--- src/sv/bmf_pkg.sv ---
// Box mean filter package: default sizes, register indices, command and status types.
// No dependencies.
`default_nettype none
package bmf_pkg;

  localparam int unsigned DefMaxKernel = 7;
  localparam int unsigned DefMaxWidth  = 1024;
  localparam int unsigned DefMaxHeight = 1024;

  localparam int unsigned CfgIdxW  = 2;
  localparam int unsigned CfgDataW = 11;

  localparam logic [CfgIdxW-1:0] CFG_KERNEL = 2'd0;
  localparam logic [CfgIdxW-1:0] CFG_WIDTH  = 2'd1;
  localparam logic [CfgIdxW-1:0] CFG_HEIGHT = 2'd2;

  typedef struct packed {
    logic take;
    logic rd_start;
    logic rd_step;
    logic acc;
    logic div_start;
    logic div_step;
    logic load;
  } bmf_cmd_t;

  typedef struct packed {
    logic produce;
    logic rd_last;
    logic div_done;
    logic out_free;
  } bmf_stat_t;

endpackage
`default_nettype wire

--- src/sv/bmf_ctrl.sv ---
// Box mean filter controller: sequences accept, window read, sum, divide and output load.
// Depends on bmf_pkg.
`default_nettype none
module bmf_ctrl import bmf_pkg::*; (
  input  wire       clk_i,
  input  wire       rst_ni,
  input  wire       in_valid_i,
  output logic      in_ready_o,
  input  bmf_stat_t stat_i,
  output bmf_cmd_t  cmd_o
);

  typedef enum logic [5:0] {
    ST_IDLE   = 6'b000001,
    ST_READ   = 6'b000010,
    ST_ACC    = 6'b000100,
    ST_DSTART = 6'b001000,
    ST_DIV    = 6'b010000,
    ST_LOAD   = 6'b100000
  } state_e;

  state_e state_q, state_d;

  always_comb begin
    state_d    = state_q;
    cmd_o      = '0;
    in_ready_o = 1'b0;
    case (state_q)
      ST_IDLE: begin
        in_ready_o = 1'b1;
        if (in_valid_i) begin
          cmd_o.take = 1'b1;
          if (stat_i.produce) begin
            cmd_o.rd_start = 1'b1;
            state_d        = ST_READ;
          end
        end
      end
      ST_READ: begin
        cmd_o.rd_step = 1'b1;
        if (stat_i.rd_last) state_d = ST_ACC;
      end
      ST_ACC: begin
        cmd_o.acc = 1'b1;
        state_d   = ST_DSTART;
      end
      ST_DSTART: begin
        cmd_o.div_start = 1'b1;
        state_d         = ST_DIV;
      end
      ST_DIV: begin
        cmd_o.div_step = 1'b1;
        if (stat_i.div_done) state_d = ST_LOAD;
      end
      ST_LOAD: begin
        if (stat_i.out_free) begin
          cmd_o.load = 1'b1;
          state_d    = ST_IDLE;
        end
      end
      default: state_d = ST_IDLE;
    endcase
  end

  always_ff @(posedge clk_i or negedge rst_ni) begin
    if (!rst_ni) state_q <= ST_IDLE;
    else         state_q <= state_d;
  end

endmodule
`default_nettype wire

--- config.mk ---
export PLATFORM = sky130hd
export DESIGN_NAME = bmf_ctrl
export DESIGN_NICKNAME = d
export VERILOG_FILES = /design/src/sv/bmf_pkg.sv /design/src/sv/bmf_ctrl.sv
export SDC_FILE = /design/constraint.sdc
export NUM_CORES = 1
export LEC_CHECK = 0
export ABC_AREA = 1
export BUFFER_PORTS_ARGS = -buffer_cell sky130_fd_sc_hd__buf_4
export CAP_MARGIN = 20
export CORE_AREA = 4 4 41 43
export CTS_BUF_LIST = sky130_fd_sc_hd__clkbuf_4
export CTS_CLUSTER_DIAMETER = 200
export DETAILED_ROUTE_END_ITERATION = 16
export DIE_AREA = 0 0 45 47
export HOLD_SLACK_MARGIN = 0.05
export PLACE_DENSITY_LB_ADDON = 0.15
export SLEW_MARGIN = 20
export SYNTH_ARGS = -nofsm -noshare
export SYNTH_HDL_FRONTEND = slang
export SYNTH_SLANG_ARGS = --single-unit
export TNS_END_PERCENT = 5
--- constraint.sdc ---
create_clock -name clk_i -period 2.5 [get_ports clk_i]
set_clock_uncertainty 0.2 [all_clocks]
set_input_delay 0.5 -clock clk_i [delete_from_list [all_inputs] [get_ports clk_i]]
set_output_delay 0.5 -clock clk_i [all_outputs]
set_load 0.02 [all_outputs]
==> flow_summary.html, run 1 <==
<table>
<tr><th>Metric</th><th>Value</th></tr>
<tr><th colspan="2">Place</th></tr>
<tr><td>HPWL Detailed</td><td>690 um</td></tr>
<tr><td>Weighted congestion at the end of routability-driven global placement</td><td>0.801</td></tr>
<tr><td>Placed cell area</td><td>503 um^2</td></tr>
<tr><td>Number of I/O port buffers</td><td>14</td></tr>
<tr><th colspan="2">Detailed routing</th></tr>
<tr><td>Via density</td><td>4.18</td></tr>
<tr><td>Number of DRC markers in iteration 0</td><td>7</td></tr>
<tr><td>Average wire length per cell after detail routing</td><td>9.20 um</td></tr>
<tr><td>First-pass detailed-route iteration total</td><td>4</td></tr>
<tr><td>Post-route DRC violation count</td><td>0</td></tr>
<tr><td>Antenna-violating nets left</td><td>0</td></tr>
<tr><td>Sum of routed wire length over all layers</td><td>837 um</td></tr>
<tr><td>Vias after detailed routing</td><td>380</td></tr>
<tr><th colspan="2">STA</th></tr>
<tr><td>Final count of negative-setup-slack endpoints</td><td>0</td></tr>
<tr><td>Fraction of the cycle the final worst path needs</td><td>83.3%</td></tr>
<tr><td>Maximum clock frequency</td><td>480 MHz</td></tr>
<tr><td>Setup repair after global routing missed its margin</td><td>no</td></tr>
<tr><td>Number of endpoints with negative hold slack in the final report</td><td>0</td></tr>
<tr><td>Final-layout worst hold slack</td><td>340 ps</td></tr>
<tr><td>Worst max-slew margin expressed relative to the limit</td><td>81.1%</td></tr>
<tr><td>Final critical path time including I/O delays and setup</td><td>2080 ps</td></tr>
<tr><td>Slew Viols, Final</td><td>0</td></tr>
<tr><td>Pin slew with the least headroom to its limit</td><td>284 ps</td></tr>
<tr><td>Post-Route Setup TNS</td><td>0 ps</td></tr>
<tr><th colspan="2">Global route</th></tr>
<tr><td>Maximum number of pins on one net before global-route repair</td><td>9</td></tr>
<tr><td>Vias in the first global route</td><td>372</td></tr>
<tr><td>GR Util met2</td><td>14.1%</td></tr>
<tr><td>Layer carrying the most global-route usage</td><td>met2</td></tr>
<tr><td>Wire length of the first global-routing pass</td><td>1.50 mm</td></tr>
<tr><td>Met3 GRT Util</td><td>7.28%</td></tr>
<tr><td>Final global-route overflow total</td><td>0</td></tr>
<tr><td>Global-route usage over all layers</td><td>10.4%</td></tr>
<tr><td>Antenna violations before repair</td><td>0</td></tr>
<tr><td>Met1 capacity usage during global routing</td><td>12.9%</td></tr>
<tr><th colspan="2">Cells and area</th></tr>
<tr><td>Final design instance area without fill</td><td>543 um^2</td></tr>
<tr><td>Number of flip-flops in the largest register</td><td>6</td></tr>
<tr><td>Proportion of layout cells with a drive suffix above 1</td><td>30.3%</td></tr>
<tr><td>End-of-flow core utilization</td><td>41.7%</td></tr>
<tr><td>Register bank with the most flops</td><td>state_q</td></tr>
<tr><td>Ant. Diodes</td><td>0</td></tr>
<tr><td>Layout Area Growth over Synthesis</td><td>43.2%</td></tr>
<tr><td>Leading registers by flop count</td><td>state_q: 6 flops</td></tr>
<tr><td>Number of nets in the final layout</td><td>84</td></tr>
<tr><td>Leading cell type in the layout, fill and taps excluded</td><td>sky130_fd_sc_hd__inv_1</td></tr>
<tr><td>Top library cells by usage in the layout, fill and taps aside</td><td>15 x sky130_fd_sc_hd__inv_1, 14 x sky130_fd_sc_hd__buf_4, 11 x sky130_fd_sc_hd__nand2_1</td></tr>
<tr><th colspan="2">Yosys</th></tr>
<tr><td>Count of distinct cell types in the synthesized netlist</td><td>10</td></tr>
<tr><td>Synthesis warning total</td><td>0</td></tr>
<tr><td>Area leader, netlist</td><td>sky130_fd_sc_hd__dfrtp_1</td></tr>
<tr><td>Mean Syn Cell Area</td><td>6.65 um^2</td></tr>
<tr><td>Cell types occupying the most area after synthesis</td><td>sky130_fd_sc_hd__dfrtp_1 33%, sky130_fd_sc_hd__inv_1 15%, sky130_fd_sc_hd__nand2_1 11%, sky130_fd_sc_hd__nor2_1 8.9%, sky130_fd_sc_hd__nand4_1 8.3%</td></tr>
<tr><td>Net count after synthesis</td><td>64</td></tr>
<tr><td>Sequential area share after synthesis</td><td>39.9%</td></tr>
<tr><td>Flop and latch count out of synthesis</td><td>6</td></tr>
<tr><td>Netlist Area Pre-Place</td><td>379 um^2</td></tr>
<tr><td>Proportion of netlist area held by the largest area contributor</td><td>33.0%</td></tr>
<tr><td>Post-synthesis cell count</td><td>57</td></tr>
<tr><th colspan="2">Worst setup path</th></tr>
<tr><td>Critical path startpoint category</td><td>register</td></tr>
<tr><td>Crit path required time</td><td>1800 ps</td></tr>
<tr><td>Critical-path cell list</td><td>nor2_2 -&gt; nand3_1 -&gt; nor2_1 -&gt; buf_4</td></tr>
<tr><td>CP max-delay cell</td><td>sky130_fd_sc_hd__dfrtp_1</td></tr>
<tr><td>Category of the worst setup path capture point</td><td>primary output</td></tr>
<tr><td>Depth of the worst register-to-register path</td><td>6</td></tr>
<tr><td>Number of buffer and inverter instances along the worst setup path</td><td>1</td></tr>
<tr><td>Slowest Stage Delay on Critical Path</td><td>400 ps</td></tr>
<tr><td>Critical path depth in cells</td><td>4</td></tr>
<tr><td>Setup Crit Path Kind</td><td>register to primary output</td></tr>
<tr><td>Arrival time of data at the critical path endpoint</td><td>1380 ps</td></tr>
<tr><td>Largest delay contributor family on the critical path</td><td>simple AND/OR/NAND/NOR gates</td></tr>
<tr><td>Top fanout value on the critical path</td><td>6</td></tr>
<tr><th colspan="2">Die</th></tr>
<tr><td>Die height</td><td>47 um</td></tr>
<tr><td>Width of the die</td><td>45 um</td></tr>
<tr><td>Core footprint</td><td>0.00130 mm^2</td></tr>
<tr><td>I/O Pins</td><td>15</td></tr>
<tr><td>Initial standard-cell utilization of the core</td><td>29.1%</td></tr>
<tr><td>Die outline area</td><td>0.00212 mm^2</td></tr>
<tr><td>Num rows</td><td>13</td></tr>
<tr><th colspan="2">Clock network</th></tr>
<tr><td>Count of hold buffers inserted by post-cts repair</td><td>1</td></tr>
<tr><td>Clock latency on the worst-skew pair</td><td>250 ps</td></tr>
<tr><td>Clock slew seen by the registers of the worst setup and hold paths</td><td>50 ps</td></tr>
<tr><td>Total clock sinks</td><td>6</td></tr>
<tr><td>Clock H-tree levels</td><td>1</td></tr>
<tr><td>Number of setup buffers added after CTS</td><td>0</td></tr>
<tr><td>Number of CTS-inserted buffers</td><td>3</td></tr>
<tr><td># resized after CTS</td><td>0</td></tr>
<tr><td>Maximum buffer depth of the clock tree</td><td>2</td></tr>
<tr><td>TritonCTS clock tree</td><td>built</td></tr>
<tr><td>Clock root buffer master</td><td>sky130_fd_sc_hd__clkbuf_4</td></tr>
<tr><th colspan="2">Pwr</th></tr>
<tr><td>Total Power Consumption</td><td>0.000551 W</td></tr>
<tr><td>Power density normalized to cell area</td><td>1010 mW/mm^2</td></tr>
<tr><td>Worst voltage drop across the vdd grid</td><td>0.000485 V</td></tr>
<tr><td>Reported leakage power</td><td>0.363 nW</td></tr>
<tr><td>Combinational fraction of design power</td><td>52.4%</td></tr>
<tr><td>Net Sw Power</td><td>0.000243 W</td></tr>
<tr><td>Share of total power consumed by net switching</td><td>44.1%</td></tr>
<tr><td>Internal power component</td><td>0.000308 W</td></tr>
<tr><td>Relative contribution of the clock network to total power</td><td>19.8%</td></tr>
<tr><td>Part of the power in registers</td><td>27.8%</td></tr>
<tr><th colspan="2">Outcome</th></tr>
<tr><td>Status</td><td>finished, final reports clean</td></tr>
<tr><th colspan="2">Min path</th></tr>
<tr><td>HP Class</td><td>primary input to register</td></tr>
<tr><td>Min-Delay Path Depth</td><td>4</td></tr>
<tr><th colspan="2">Job</th></tr>
<tr><td>Number of max-capacitance violations reported</td><td>0</td></tr>
</table>
## worst paths after layout
kind,startpoint,to,slack [ps]
setup / recovery,state_q[5],cmd_o[5],420
hold / removal,stat_i[1],state_q[4],340
setup reg to reg,state_q[5],state_q[5],1050
hold reg to reg,state_q[1],state_q[0],400
max in group asynchronous,rst_ni,state_q[0],1500
min in group asynchronous,rst_ni,state_q[4],390
## stage by stage
stage | setup WS (ps) | cells
after floorplan | 706 | 57
after global placement | 714 | 86
after detailed placement | 717 | 86
after CTS | 425 | 91
after global routing | 264 | 91
final | 417 | 91
## final cells by class
type	count	area (um^2)
Multi-Input combinational cell	36	171
Timing Repair Buffer	15	115
Inverter	15	56.3
Fill cell	143	758
Clock buffer	4	30.0
Tap cell	15	18.8
Sequential cell	6	151
## logic make-up (layout without fill, tap and decap cells)
group | Yosys count | in the layout | synth area share (%)
simple gates | 36 | 36 | 45.2
flops | 6 | 6 | 39.9
buf+inv | 15 | 34 | 14.9
## cell usage after synthesis
library cell,number
sky130_fd_sc_hd__dfrtp_1,5
sky130_fd_sc_hd__dfstp_2,1
sky130_fd_sc_hd__inv_1,15
sky130_fd_sc_hd__nand2_1,11
sky130_fd_sc_hd__nand3_1,6
sky130_fd_sc_hd__nand4_1,5
sky130_fd_sc_hd__nor2_1,9
sky130_fd_sc_hd__nor2_2,3
sky130_fd_sc_hd__nor2_4,1
sky130_fd_sc_hd__nor3_1,1
## worst reg2reg max path, cell delays in order, from the launching register on
cell and delay [ps]:
sky130_fd_sc_hd__dfrtp_1 400, sky130_fd_sc_hd__nor2_2 270, sky130_fd_sc_hd__nand4_1 160, sky130_fd_sc_hd__nand2_1 130, sky130_fd_sc_hd__nor2_2 60, sky130_fd_sc_hd__nand2_1 60, sky130_fd_sc_hd__nand2_1 50
## per-layer routing
metal  wire [um]  vias up  share of wire [%]
li1            -      215                  -
met5           0        -                  0
met1         394      154                 47
met2         373       11                 45
met3          70        0                8.4
met4           0        0                  0
## power groups by stage
stage / clock network, W / logic [W] / registers, W
CTS: 0.000116 / 0.000292 / 0.000153
floorplan: 0 / 0.000200 / 0.000152
detailed placement: 0 / 0.000289 / 0.000155
global placement: 0 / 0.000292 / 0.000154
global route: 0.000121 / 0.000335 / 0.000156
finish: 0.000109 / 0.000289 / 0.000153
Power figures use the tool's default switching activity.
==> inputs of run 2 (changes only) <==
==> constraint.sdc (replaced) <==
create_clock -name clk_i -period 1.93 [get_ports clk_i]
set_clock_uncertainty 0.2 [all_clocks]
set_input_delay 0.386 -clock clk_i [delete_from_list [all_inputs] [get_ports clk_i]]
set_output_delay 0.386 -clock clk_i [all_outputs]
set_load 0.02 [all_outputs]
==> run 2 against run 1 <==
Critical path depth increased by 1. Combinational power rose by 35%. Sequential share of layout area decreased by 0.75 points. Via count is 1.1% higher. Hold slack worse by 110 ps. Critical path type unchanged.
==> flow_summary.html, run 2 (synthesis results as in run 1) <==
<table>
<tr><th>Metric</th><th>Value</th></tr>
<tr><th colspan="2">Outcome</th></tr>
<tr><td>Status</td><td>finished, final reports clean</td></tr>
<tr><th colspan="2">Min path</th></tr>
<tr><td>HP Class</td><td>primary input to register</td></tr>
<tr><td>End point of the most critical hold path</td><td>state_q[4]</td></tr>
<tr><td>Hold Startpoint</td><td>stat_i[1]</td></tr>
<tr><td>Min-Delay Path Depth</td><td>4</td></tr>
<tr><th colspan="2">Clock network</th></tr>
<tr><td>Clock latency on the worst-skew pair</td><td>250 ps</td></tr>
<tr><td>Maximum buffer depth of the clock tree</td><td>2</td></tr>
<tr><td>Clock H-tree levels</td><td>1</td></tr>
<tr><td>TritonCTS clock tree</td><td>built</td></tr>
<tr><td>Number of CTS-inserted buffers</td><td>3</td></tr>
<tr><td>Total clock sinks</td><td>6</td></tr>
<tr><td>Clock root buffer master</td><td>sky130_fd_sc_hd__clkbuf_4</td></tr>
<tr><td>Clock slew seen by the registers of the worst setup and hold paths</td><td>50 ps</td></tr>
<tr><th colspan="2">STA</th></tr>
<tr><td>Final count of negative-setup-slack endpoints</td><td>0</td></tr>
<tr><td>Number of endpoints with negative hold slack in the final report</td><td>0</td></tr>
<tr><td>Maximum clock frequency</td><td>531 MHz</td></tr>
<tr><td>Final-layout worst hold slack</td><td>231 ps</td></tr>
<tr><td>Fraction of the cycle the final worst path needs</td><td>97.6%</td></tr>
<tr><td>Worst max-slew margin expressed relative to the limit</td><td>84.1%</td></tr>
<tr><td>Post-route setup slack</td><td>45.7 ps</td></tr>
<tr><td>Post-Route Setup TNS</td><td>0 ps</td></tr>
<tr><td>Final critical path time including I/O delays and setup</td><td>1880 ps</td></tr>
<tr><td>Pin slew with the least headroom to its limit</td><td>239 ps</td></tr>
<tr><td>Setup repair after global routing missed its margin</td><td>yes</td></tr>
<tr><td>Slew Viols, Final</td><td>0</td></tr>
<tr><th colspan="2">Cells and area</th></tr>
<tr><td>Leading registers by flop count</td><td>state_q: 6 flops</td></tr>
<tr><td>Register bank with the most flops</td><td>state_q</td></tr>
<tr><td>Proportion of layout cells with a drive suffix above 1</td><td>35.5%</td></tr>
<tr><td>Total area of sequential cells</td><td>151 um^2</td></tr>
<tr><td>Number of nets in the final layout</td><td>84</td></tr>
<tr><td>Number of flip-flops in the largest register</td><td>6</td></tr>
<tr><td>Number of standard cells in the final layout excluding fillers</td><td>91</td></tr>
<tr><td>Filler instances</td><td>146</td></tr>
<tr><td>Ant. Diodes</td><td>0</td></tr>
<tr><td>Area of the multi-input gates</td><td>186 um^2</td></tr>
<tr><td>Top library cells by usage in the layout, fill and taps aside</td><td>14 x sky130_fd_sc_hd__inv_1, 14 x sky130_fd_sc_hd__buf_4, 11 x sky130_fd_sc_hd__nand2_1</td></tr>
<tr><td>Layout Area Growth over Synthesis</td><td>47.2%</td></tr>
<tr><th colspan="2">Detailed routing</th></tr>
<tr><td>Number of DRC markers in iteration 0</td><td>3</td></tr>
<tr><td>Sum of routed wire length over all layers</td><td>849 um</td></tr>
<tr><td>Post-route DRC violation count</td><td>0</td></tr>
<tr><td>Antenna-violating nets left</td><td>0</td></tr>
<tr><td>Average wire length per cell after detail routing</td><td>9.33 um</td></tr>
<tr><td>Vias after detailed routing</td><td>384</td></tr>
<tr><td>First-pass detailed-route iteration total</td><td>2</td></tr>
<tr><td>Via density</td><td>4.22</td></tr>
<tr><th colspan="2">Worst setup path</th></tr>
<tr><td>Arrival time of data at the critical path endpoint</td><td>1300 ps</td></tr>
<tr><td>Critical path startpoint category</td><td>register</td></tr>
<tr><td>Depth of the worst register-to-register path</td><td>6</td></tr>
<tr><td>Crit path required time</td><td>1340 ps</td></tr>
<tr><td>R2r setup slk</td><td>540 ps</td></tr>
<tr><td>Critical R2R Capture</td><td>state_q[0]</td></tr>
<tr><td>Top fanout value on the critical path</td><td>4</td></tr>
<tr><td>Reg-to-reg startpoint</td><td>state_q[0]</td></tr>
<tr><td>Setup Crit Path Kind</td><td>register to primary output</td></tr>
<tr><td>Category of the worst setup path capture point</td><td>primary output</td></tr>
<tr><th colspan="2">Place</th></tr>
<tr><td>HPWL Detailed</td><td>698 um</td></tr>
<tr><td>Number of I/O port buffers</td><td>14</td></tr>
<tr><td># placed instances</td><td>86</td></tr>
<tr><td>Weighted congestion at the end of routability-driven global placement</td><td>0.801</td></tr>
<tr><td>Worst slack, placed</td><td>259 ps</td></tr>
<tr><th colspan="2">Global route</th></tr>
<tr><td>Final global-route overflow total</td><td>0</td></tr>
<tr><td>Maximum number of pins on one net before global-route repair</td><td>9</td></tr>
<tr><td>Global-route usage over all layers</td><td>10.4%</td></tr>
<tr><td>Antenna violations before repair</td><td>0</td></tr>
<tr><td>Vias in the first global route</td><td>371</td></tr>
<tr><td>Wire length of the first global-routing pass</td><td>1.52 mm</td></tr>
<tr><th colspan="2">Die</th></tr>
<tr><td>Die height</td><td>47 um</td></tr>
<tr><td>Width of the die</td><td>45 um</td></tr>
<tr><td>I/O Pins</td><td>15</td></tr>
<tr><td>Die outline area</td><td>0.00212 mm^2</td></tr>
<tr><td>Initial standard-cell utilization of the core</td><td>29.1%</td></tr>
<tr><td>Core footprint</td><td>0.00130 mm^2</td></tr>
<tr><td>Num rows</td><td>13</td></tr>
<tr><th colspan="2">Pwr</th></tr>
<tr><td>Worst voltage drop across the vdd grid</td><td>0.000576 V</td></tr>
<tr><td>Total Power Consumption</td><td>0.000735 W</td></tr>
<tr><td>Reported leakage power</td><td>0.366 nW</td></tr>
<tr><td>Power density normalized to cell area</td><td>1320 mW/mm^2</td></tr>
<tr><th colspan="2">Job</th></tr>
<tr><td>Number of max-capacitance violations reported</td><td>0</td></tr>
</table>
-- run 2: cell counts in the layout (fill, tap and decap cells not counted) --
No cell type changed its count.
-- run 2: per-stage QoR --
step	instance area (um^2)	utilization, %
floorplan	379	-
global placement	503	38.7
detailed placement	503	38.7
global route	558	42.9
CTS	553	42.5
finish	558	42.9
-- run 2: worst max path at each step --
stage | startpoint | endpoint | cells after the start
global route | state_q[1] | cmd_o[2] | 4
CTS | state_q[0] | cmd_o[5] | 5
global placement | state_q[5] | cmd_o[5] | 4
finish | state_q[0] | cmd_o[6] | 5
detailed placement | state_q[0] | cmd_o[6] | 5
floorplan | state_q[0] | cmd_o[5] | 4
-- run 2: worst max-delay path: stages (launching register included) --
cell and delay [ps]:
sky130_fd_sc_hd__dfstp_2 550, sky130_fd_sc_hd__inv_2 40, sky130_fd_sc_hd__nor2_2 110, sky130_fd_sc_hd__nand3_2 110
sky130_fd_sc_hd__nor2_1 100, sky130_fd_sc_hd__buf_4 140
-- run 2: cell type report --
| class | count | area share [%] |
|---|---|---|
| Multi-Input combinational cell | 36 | 33.4 |
| Sequential cell | 6 | 27.1 |
| Clock buffer | 4 | 5.38 |
| Inverter | 15 | 10.1 |
| Timing Repair Buffer | 15 | 20.6 |
| Tap cell | 15 | 3.36 |
-- run 2: per-layer routing --
metal / part of all wire (%) / vias up / track usage (%) / wire length [um]
met3: 7.8 / 0 / 7.28 / 66
met2: 44 / 10 / 14.1 / 377
met4: 0 / 0 / 3.51 / 0
met1: 48 / 161 / 12.9 / 406
met5: 0 / - / 0 / 0
li1: - / 213 / - / -
-- run 2: power by group --
group / internal [W] / switching, W / leakage, nW / total (W)
registers: 0.000169 / 0.0000352 / 0.0787 / 0.000204
clock network: 0.0000926 / 0.0000489 / 0.0184 / 0.000141
logic: 0.000145 / 0.000245 / 0.269 / 0.000390
-- run 2: repair_timing --
item	4_1_cts	5_1_grt
setup buffers	0	0
setup endpoints to repair	3	6
resized for setup	2	3
hold endpoints to repair	6	0
hold buffers	1	0
==> inputs of run 3 (changes only) <==
--- a/config.mk
+++ b/config.mk
@@ -5,7 +5,7 @@
 export SDC_FILE = /design/constraint.sdc
 export NUM_CORES = 1
 export LEC_CHECK = 0
-export ABC_AREA = 1
+export ABC_AREA = 0
 export BUFFER_PORTS_ARGS = -buffer_cell sky130_fd_sc_hd__buf_4
 export CAP_MARGIN = 20
 export CORE_AREA = 4 4 41 43
==> run 3 against run 2 <==
The flow now finishes with violations (setup timing). Sequential power increased by 14%. Sequential share of layout area decreased by 4.2 points. Total power increased by 22%. Design area increased by 22%. Combinational power increased by 32%. Die area unchanged. Count of clock-buffer cells in the layout unchanged. Area after synthesis increased by 12%. Register-to-register slack got worse by 170 ps. Synthesized cell count decreased by 18%. Critical path type unchanged. Largest cell class unchanged.
==> flow_summary.html, run 3 <==
<table>
<tr><th>Metric</th><th>Value</th></tr>
<tr><th colspan="2">Outcome</th></tr>
<tr><td>Status</td><td>complete, but fails checks</td></tr>
<tr><td>Violated checks</td><td>setup timing</td></tr>
<tr><th colspan="2">STA</th></tr>
<tr><td>Slew Viols, Final</td><td>0</td></tr>
<tr><td>Final count of negative-setup-slack endpoints</td><td>6</td></tr>
<tr><td>Fraction of the cycle the final worst path needs</td><td>104%</td></tr>
<tr><td>Final critical path time including I/O delays and setup</td><td>2010 ps</td></tr>
<tr><td>Worst max-slew margin expressed relative to the limit</td><td>78.6%</td></tr>
<tr><td>Number of endpoints with negative hold slack in the final report</td><td>0</td></tr>
<tr><td>Maximum clock frequency</td><td>498 MHz</td></tr>
<tr><td>Setup repair after global routing missed its margin</td><td>yes</td></tr>
<tr><td>Pin slew with the least headroom to its limit</td><td>318 ps</td></tr>
<tr><td>Post-Route Setup TNS</td><td>-311 ps</td></tr>
<tr><td>Post-route setup slack</td><td>-78.1 ps</td></tr>
<tr><th colspan="2">Cells and area</th></tr>
<tr><td>Leading registers by flop count</td><td>state_q: 6 flops</td></tr>
<tr><td>Number of flip-flops in the largest register</td><td>6</td></tr>
<tr><td>Register bank with the most flops</td><td>state_q</td></tr>
<tr><td>Top library cells by usage in the layout, fill and taps aside</td><td>16 x sky130_fd_sc_hd__buf_4, 5 x sky130_fd_sc_hd__buf_6, 4 x sky130_fd_sc_hd__nor3b_1, 4 x sky130_fd_sc_hd__clkbuf_4, 4 x sky130_fd_sc_hd__dfrtp_2</td></tr>
<tr><td>Number of standard cells in the final layout excluding fillers</td><td>86</td></tr>
<tr><td>Leading cell type in the layout, fill and taps excluded</td><td>sky130_fd_sc_hd__buf_4</td></tr>
<tr><td>Ant. Diodes</td><td>0</td></tr>
<tr><td>Number of nets in the final layout</td><td>79</td></tr>
<tr><td>End-of-flow core utilization</td><td>52.3%</td></tr>
<tr><td>Proportion of layout cells with a drive suffix above 1</td><td>63.4%</td></tr>
<tr><td>Layout Area Growth over Synthesis</td><td>60.9%</td></tr>
<tr><th colspan="2">Global route</th></tr>
<tr><td>Global-route usage over all layers</td><td>11.5%</td></tr>
<tr><td>Antenna violations before repair</td><td>0</td></tr>
<tr><td>Wire length of the first global-routing pass</td><td>1.68 mm</td></tr>
<tr><td>Final global-route overflow total</td><td>0</td></tr>
<tr><td>Vias in the first global route</td><td>388</td></tr>
<tr><td>Maximum number of pins on one net before global-route repair</td><td>8</td></tr>
<tr><th colspan="2">Die</th></tr>
<tr><td>Width of the die</td><td>45 um</td></tr>
<tr><td>I/O Pins</td><td>15</td></tr>
<tr><td>Die outline area</td><td>0.00212 mm^2</td></tr>
<tr><td>Num rows</td><td>13</td></tr>
<tr><td>Initial standard-cell utilization of the core</td><td>32.5%</td></tr>
<tr><td>Core footprint</td><td>0.00130 mm^2</td></tr>
<tr><td>Die height</td><td>47 um</td></tr>
<tr><th colspan="2">Worst setup path</th></tr>
<tr><td>Reg-to-reg startpoint</td><td>state_q[5]</td></tr>
<tr><td>Depth of the worst register-to-register path</td><td>4</td></tr>
<tr><td>Critical R2R Capture</td><td>state_q[1]</td></tr>
<tr><td>Category of the worst setup path capture point</td><td>primary output</td></tr>
<tr><td>Critical path startpoint category</td><td>register</td></tr>
<tr><td>Arrival time of data at the critical path endpoint</td><td>1420 ps</td></tr>
<tr><td>Setup Crit Path Kind</td><td>register to primary output</td></tr>
<tr><td>R2r setup slk</td><td>370 ps</td></tr>
<tr><td>Top fanout value on the critical path</td><td>5</td></tr>
<tr><td>Crit path required time</td><td>1340 ps</td></tr>
<tr><th colspan="2">Clock network</th></tr>
<tr><td>Clock H-tree levels</td><td>1</td></tr>
<tr><td>Clock slew seen by the registers of the worst setup and hold paths</td><td>50 ps</td></tr>
<tr><td>Total clock sinks</td><td>6</td></tr>
<tr><td>Clock root buffer master</td><td>sky130_fd_sc_hd__clkbuf_4</td></tr>
<tr><td>TritonCTS clock tree</td><td>built</td></tr>
<tr><td>Number of CTS-inserted buffers</td><td>3</td></tr>
<tr><td>Maximum buffer depth of the clock tree</td><td>2</td></tr>
<tr><td>Clock latency on the worst-skew pair</td><td>250 ps</td></tr>
<tr><th colspan="2">Pwr</th></tr>
<tr><td>Worst voltage drop across the vdd grid</td><td>0.000558 V</td></tr>
<tr><td>Total Power Consumption</td><td>0.000893 W</td></tr>
<tr><td>Reported leakage power</td><td>0.331 nW</td></tr>
<tr><td>Power density normalized to cell area</td><td>1310 mW/mm^2</td></tr>
<tr><th colspan="2">Yosys</th></tr>
<tr><td>Count leader, synth</td><td>sky130_fd_sc_hd__nor3b_1</td></tr>
<tr><td>Net count after synthesis</td><td>54</td></tr>
<tr><td>Number of synthesized flops with an enable pin</td><td>0</td></tr>
<tr><td>Post-synth top flop</td><td>sky130_fd_sc_hd__dfrtp_1</td></tr>
<tr><td>Post-synthesis cell count</td><td>47</td></tr>
<tr><td>Sequential area share after synthesis</td><td>35.8%</td></tr>
<tr><td>Netlist Area Pre-Place</td><td>423 um^2</td></tr>
<tr><td>Leading cell types by count after synthesis</td><td>6 x sky130_fd_sc_hd__nor3b_1, 5 x sky130_fd_sc_hd__dfrtp_1, 4 x sky130_fd_sc_hd__nor2_1, 4 x sky130_fd_sc_hd__nor2b_1</td></tr>
<tr><td>Count of distinct cell types in the synthesized netlist</td><td>25</td></tr>
<tr><td>Proportion of netlist area held by the largest area contributor</td><td>29.6%</td></tr>
<tr><td>Cell types occupying the most area after synthesis</td><td>sky130_fd_sc_hd__dfrtp_1 30%, sky130_fd_sc_hd__nor3b_1 11%, sky130_fd_sc_hd__dfstp_2 6.2%, sky130_fd_sc_hd__nor2b_1 5.9%, sky130_fd_sc_hd__nor4_4 5.0%</td></tr>
<tr><td>Area leader, netlist</td><td>sky130_fd_sc_hd__dfrtp_1</td></tr>
<tr><td>Mean Syn Cell Area</td><td>9.00 um^2</td></tr>
<tr><td>Share of synthesized registers carrying an async set or reset</td><td>100%</td></tr>
<tr><td>Flop and latch count out of synthesis</td><td>6</td></tr>
<tr><td>Synthesis warning total</td><td>0</td></tr>
<tr><th colspan="2">Min path</th></tr>
<tr><td>Min-Delay Path Depth</td><td>2</td></tr>
<tr><td>Hold Startpoint</td><td>stat_i[2]</td></tr>
<tr><td>End point of the most critical hold path</td><td>state_q[1]</td></tr>
<tr><td>HP Class</td><td>primary input to register</td></tr>
<tr><th colspan="2">Detailed routing</th></tr>
<tr><td>Via density</td><td>4.72</td></tr>
<tr><td>Sum of routed wire length over all layers</td><td>976 um</td></tr>
<tr><td>Antenna-violating nets left</td><td>0</td></tr>
<tr><td>Vias after detailed routing</td><td>406</td></tr>
<tr><td>Post-route DRC violation count</td><td>0</td></tr>
<tr><td>Number of DRC markers in iteration 0</td><td>0</td></tr>
<tr><td>Average wire length per cell after detail routing</td><td>11.3 um</td></tr>
<tr><td>First-pass detailed-route iteration total</td><td>1</td></tr>
<tr><th colspan="2">Place</th></tr>
<tr><td>HPWL Detailed</td><td>730 um</td></tr>
<tr><td>Number of I/O port buffers</td><td>14</td></tr>
<tr><td># placed instances</td><td>77</td></tr>
<tr><td>Worst slack, placed</td><td>110 ps</td></tr>
<tr><td>Weighted congestion at the end of routability-driven global placement</td><td>0.628</td></tr>
<tr><th colspan="2">Job</th></tr>
<tr><td>Number of max-capacitance violations reported</td><td>0</td></tr>
</table>
==> run 3: layout make-up <==
| class | instances | area, um^2 |
|---|---|---|
| Tap cell | 15 | 18.8 |
| Multi-Input combinational cell | 36 | 278 |
| Clock buffer | 4 | 30.0 |
| Inverter | 3 | 11.3 |
| Sequential cell | 6 | 156 |
| Timing Repair Buffer | 22 | 186 |
| Fill cell | 134 | 621 |
==> run 3: how the worst max path moves through the flow <==
stage	startpoint	endpoint	slack, ps	cells after the start
floorplan	state_q[4]	cmd_o[2]	100	4
global placement	state_q[1]	cmd_o[0]	130	3
detailed placement	state_q[5]	cmd_o[5]	110	4
CTS	state_q[3]	cmd_o[5]	-120	4
global route	state_q[5]	cmd_o[5]	-160	4
finish	state_q[1]	cmd_o[0]	-80	3
==> run 3: kinds of logic after synthesis <==
logic type	count (synthesis)	synth area share, %
AOI/OAI and AO/OA	9	13.9
DFF	6	35.8
xor gates and xnor gates	1	2.07
and+or+nand+nor	26	41.7
buffers and inverters	5	6.51
==> run 3: per-stage QoR <==
stage | hold slack (ps) | cell area, um^2
floorplan | -110 | 423
global placement | 1.57 | 553
detailed placement | 0.594 | 553
CTS | 143 | 638
global route | 169 | 681
finish | 147 | 681
==> run 3: what timing repair did <==
item | 4_1_cts | 5_1_grt
buffers inserted | 2 | 2
resized for setup | 10 | 9
pin swaps | 5 | 2
endpoints found under the setup margin | 7 | 8
gates cloned | 0 | 0
hold buffers | 1 | 0
endpoints found under the hold margin | 6 | 0
==> run 3: layer usage <==
metal	vias to the layer above	global-route usage (%)	part of all wire, %
li1	215	-	-
met1	182	15.8	50
met2	7	14.7	44
met3	2	4.60	4.5
met4	0	7.02	1.5
met5	-	0	0
==> run 3: power by group <==
group          switching [W]  leakage [nW]  total, W  internal, W
Sequential         0.0000605        0.0724  0.000232     0.000172
Clock              0.0000551        0.0184  0.000148    0.0000930
Combinational       0.000255         0.241  0.000513     0.000258
==> run 3: critical path: stages (launching register included) <==
cell and delay [ps]:
sky130_fd_sc_hd__dfrtp_2 450, sky130_fd_sc_hd__nor4_4 330, sky130_fd_sc_hd__and4b_2 280, sky130_fd_sc_hd__buf_6 120
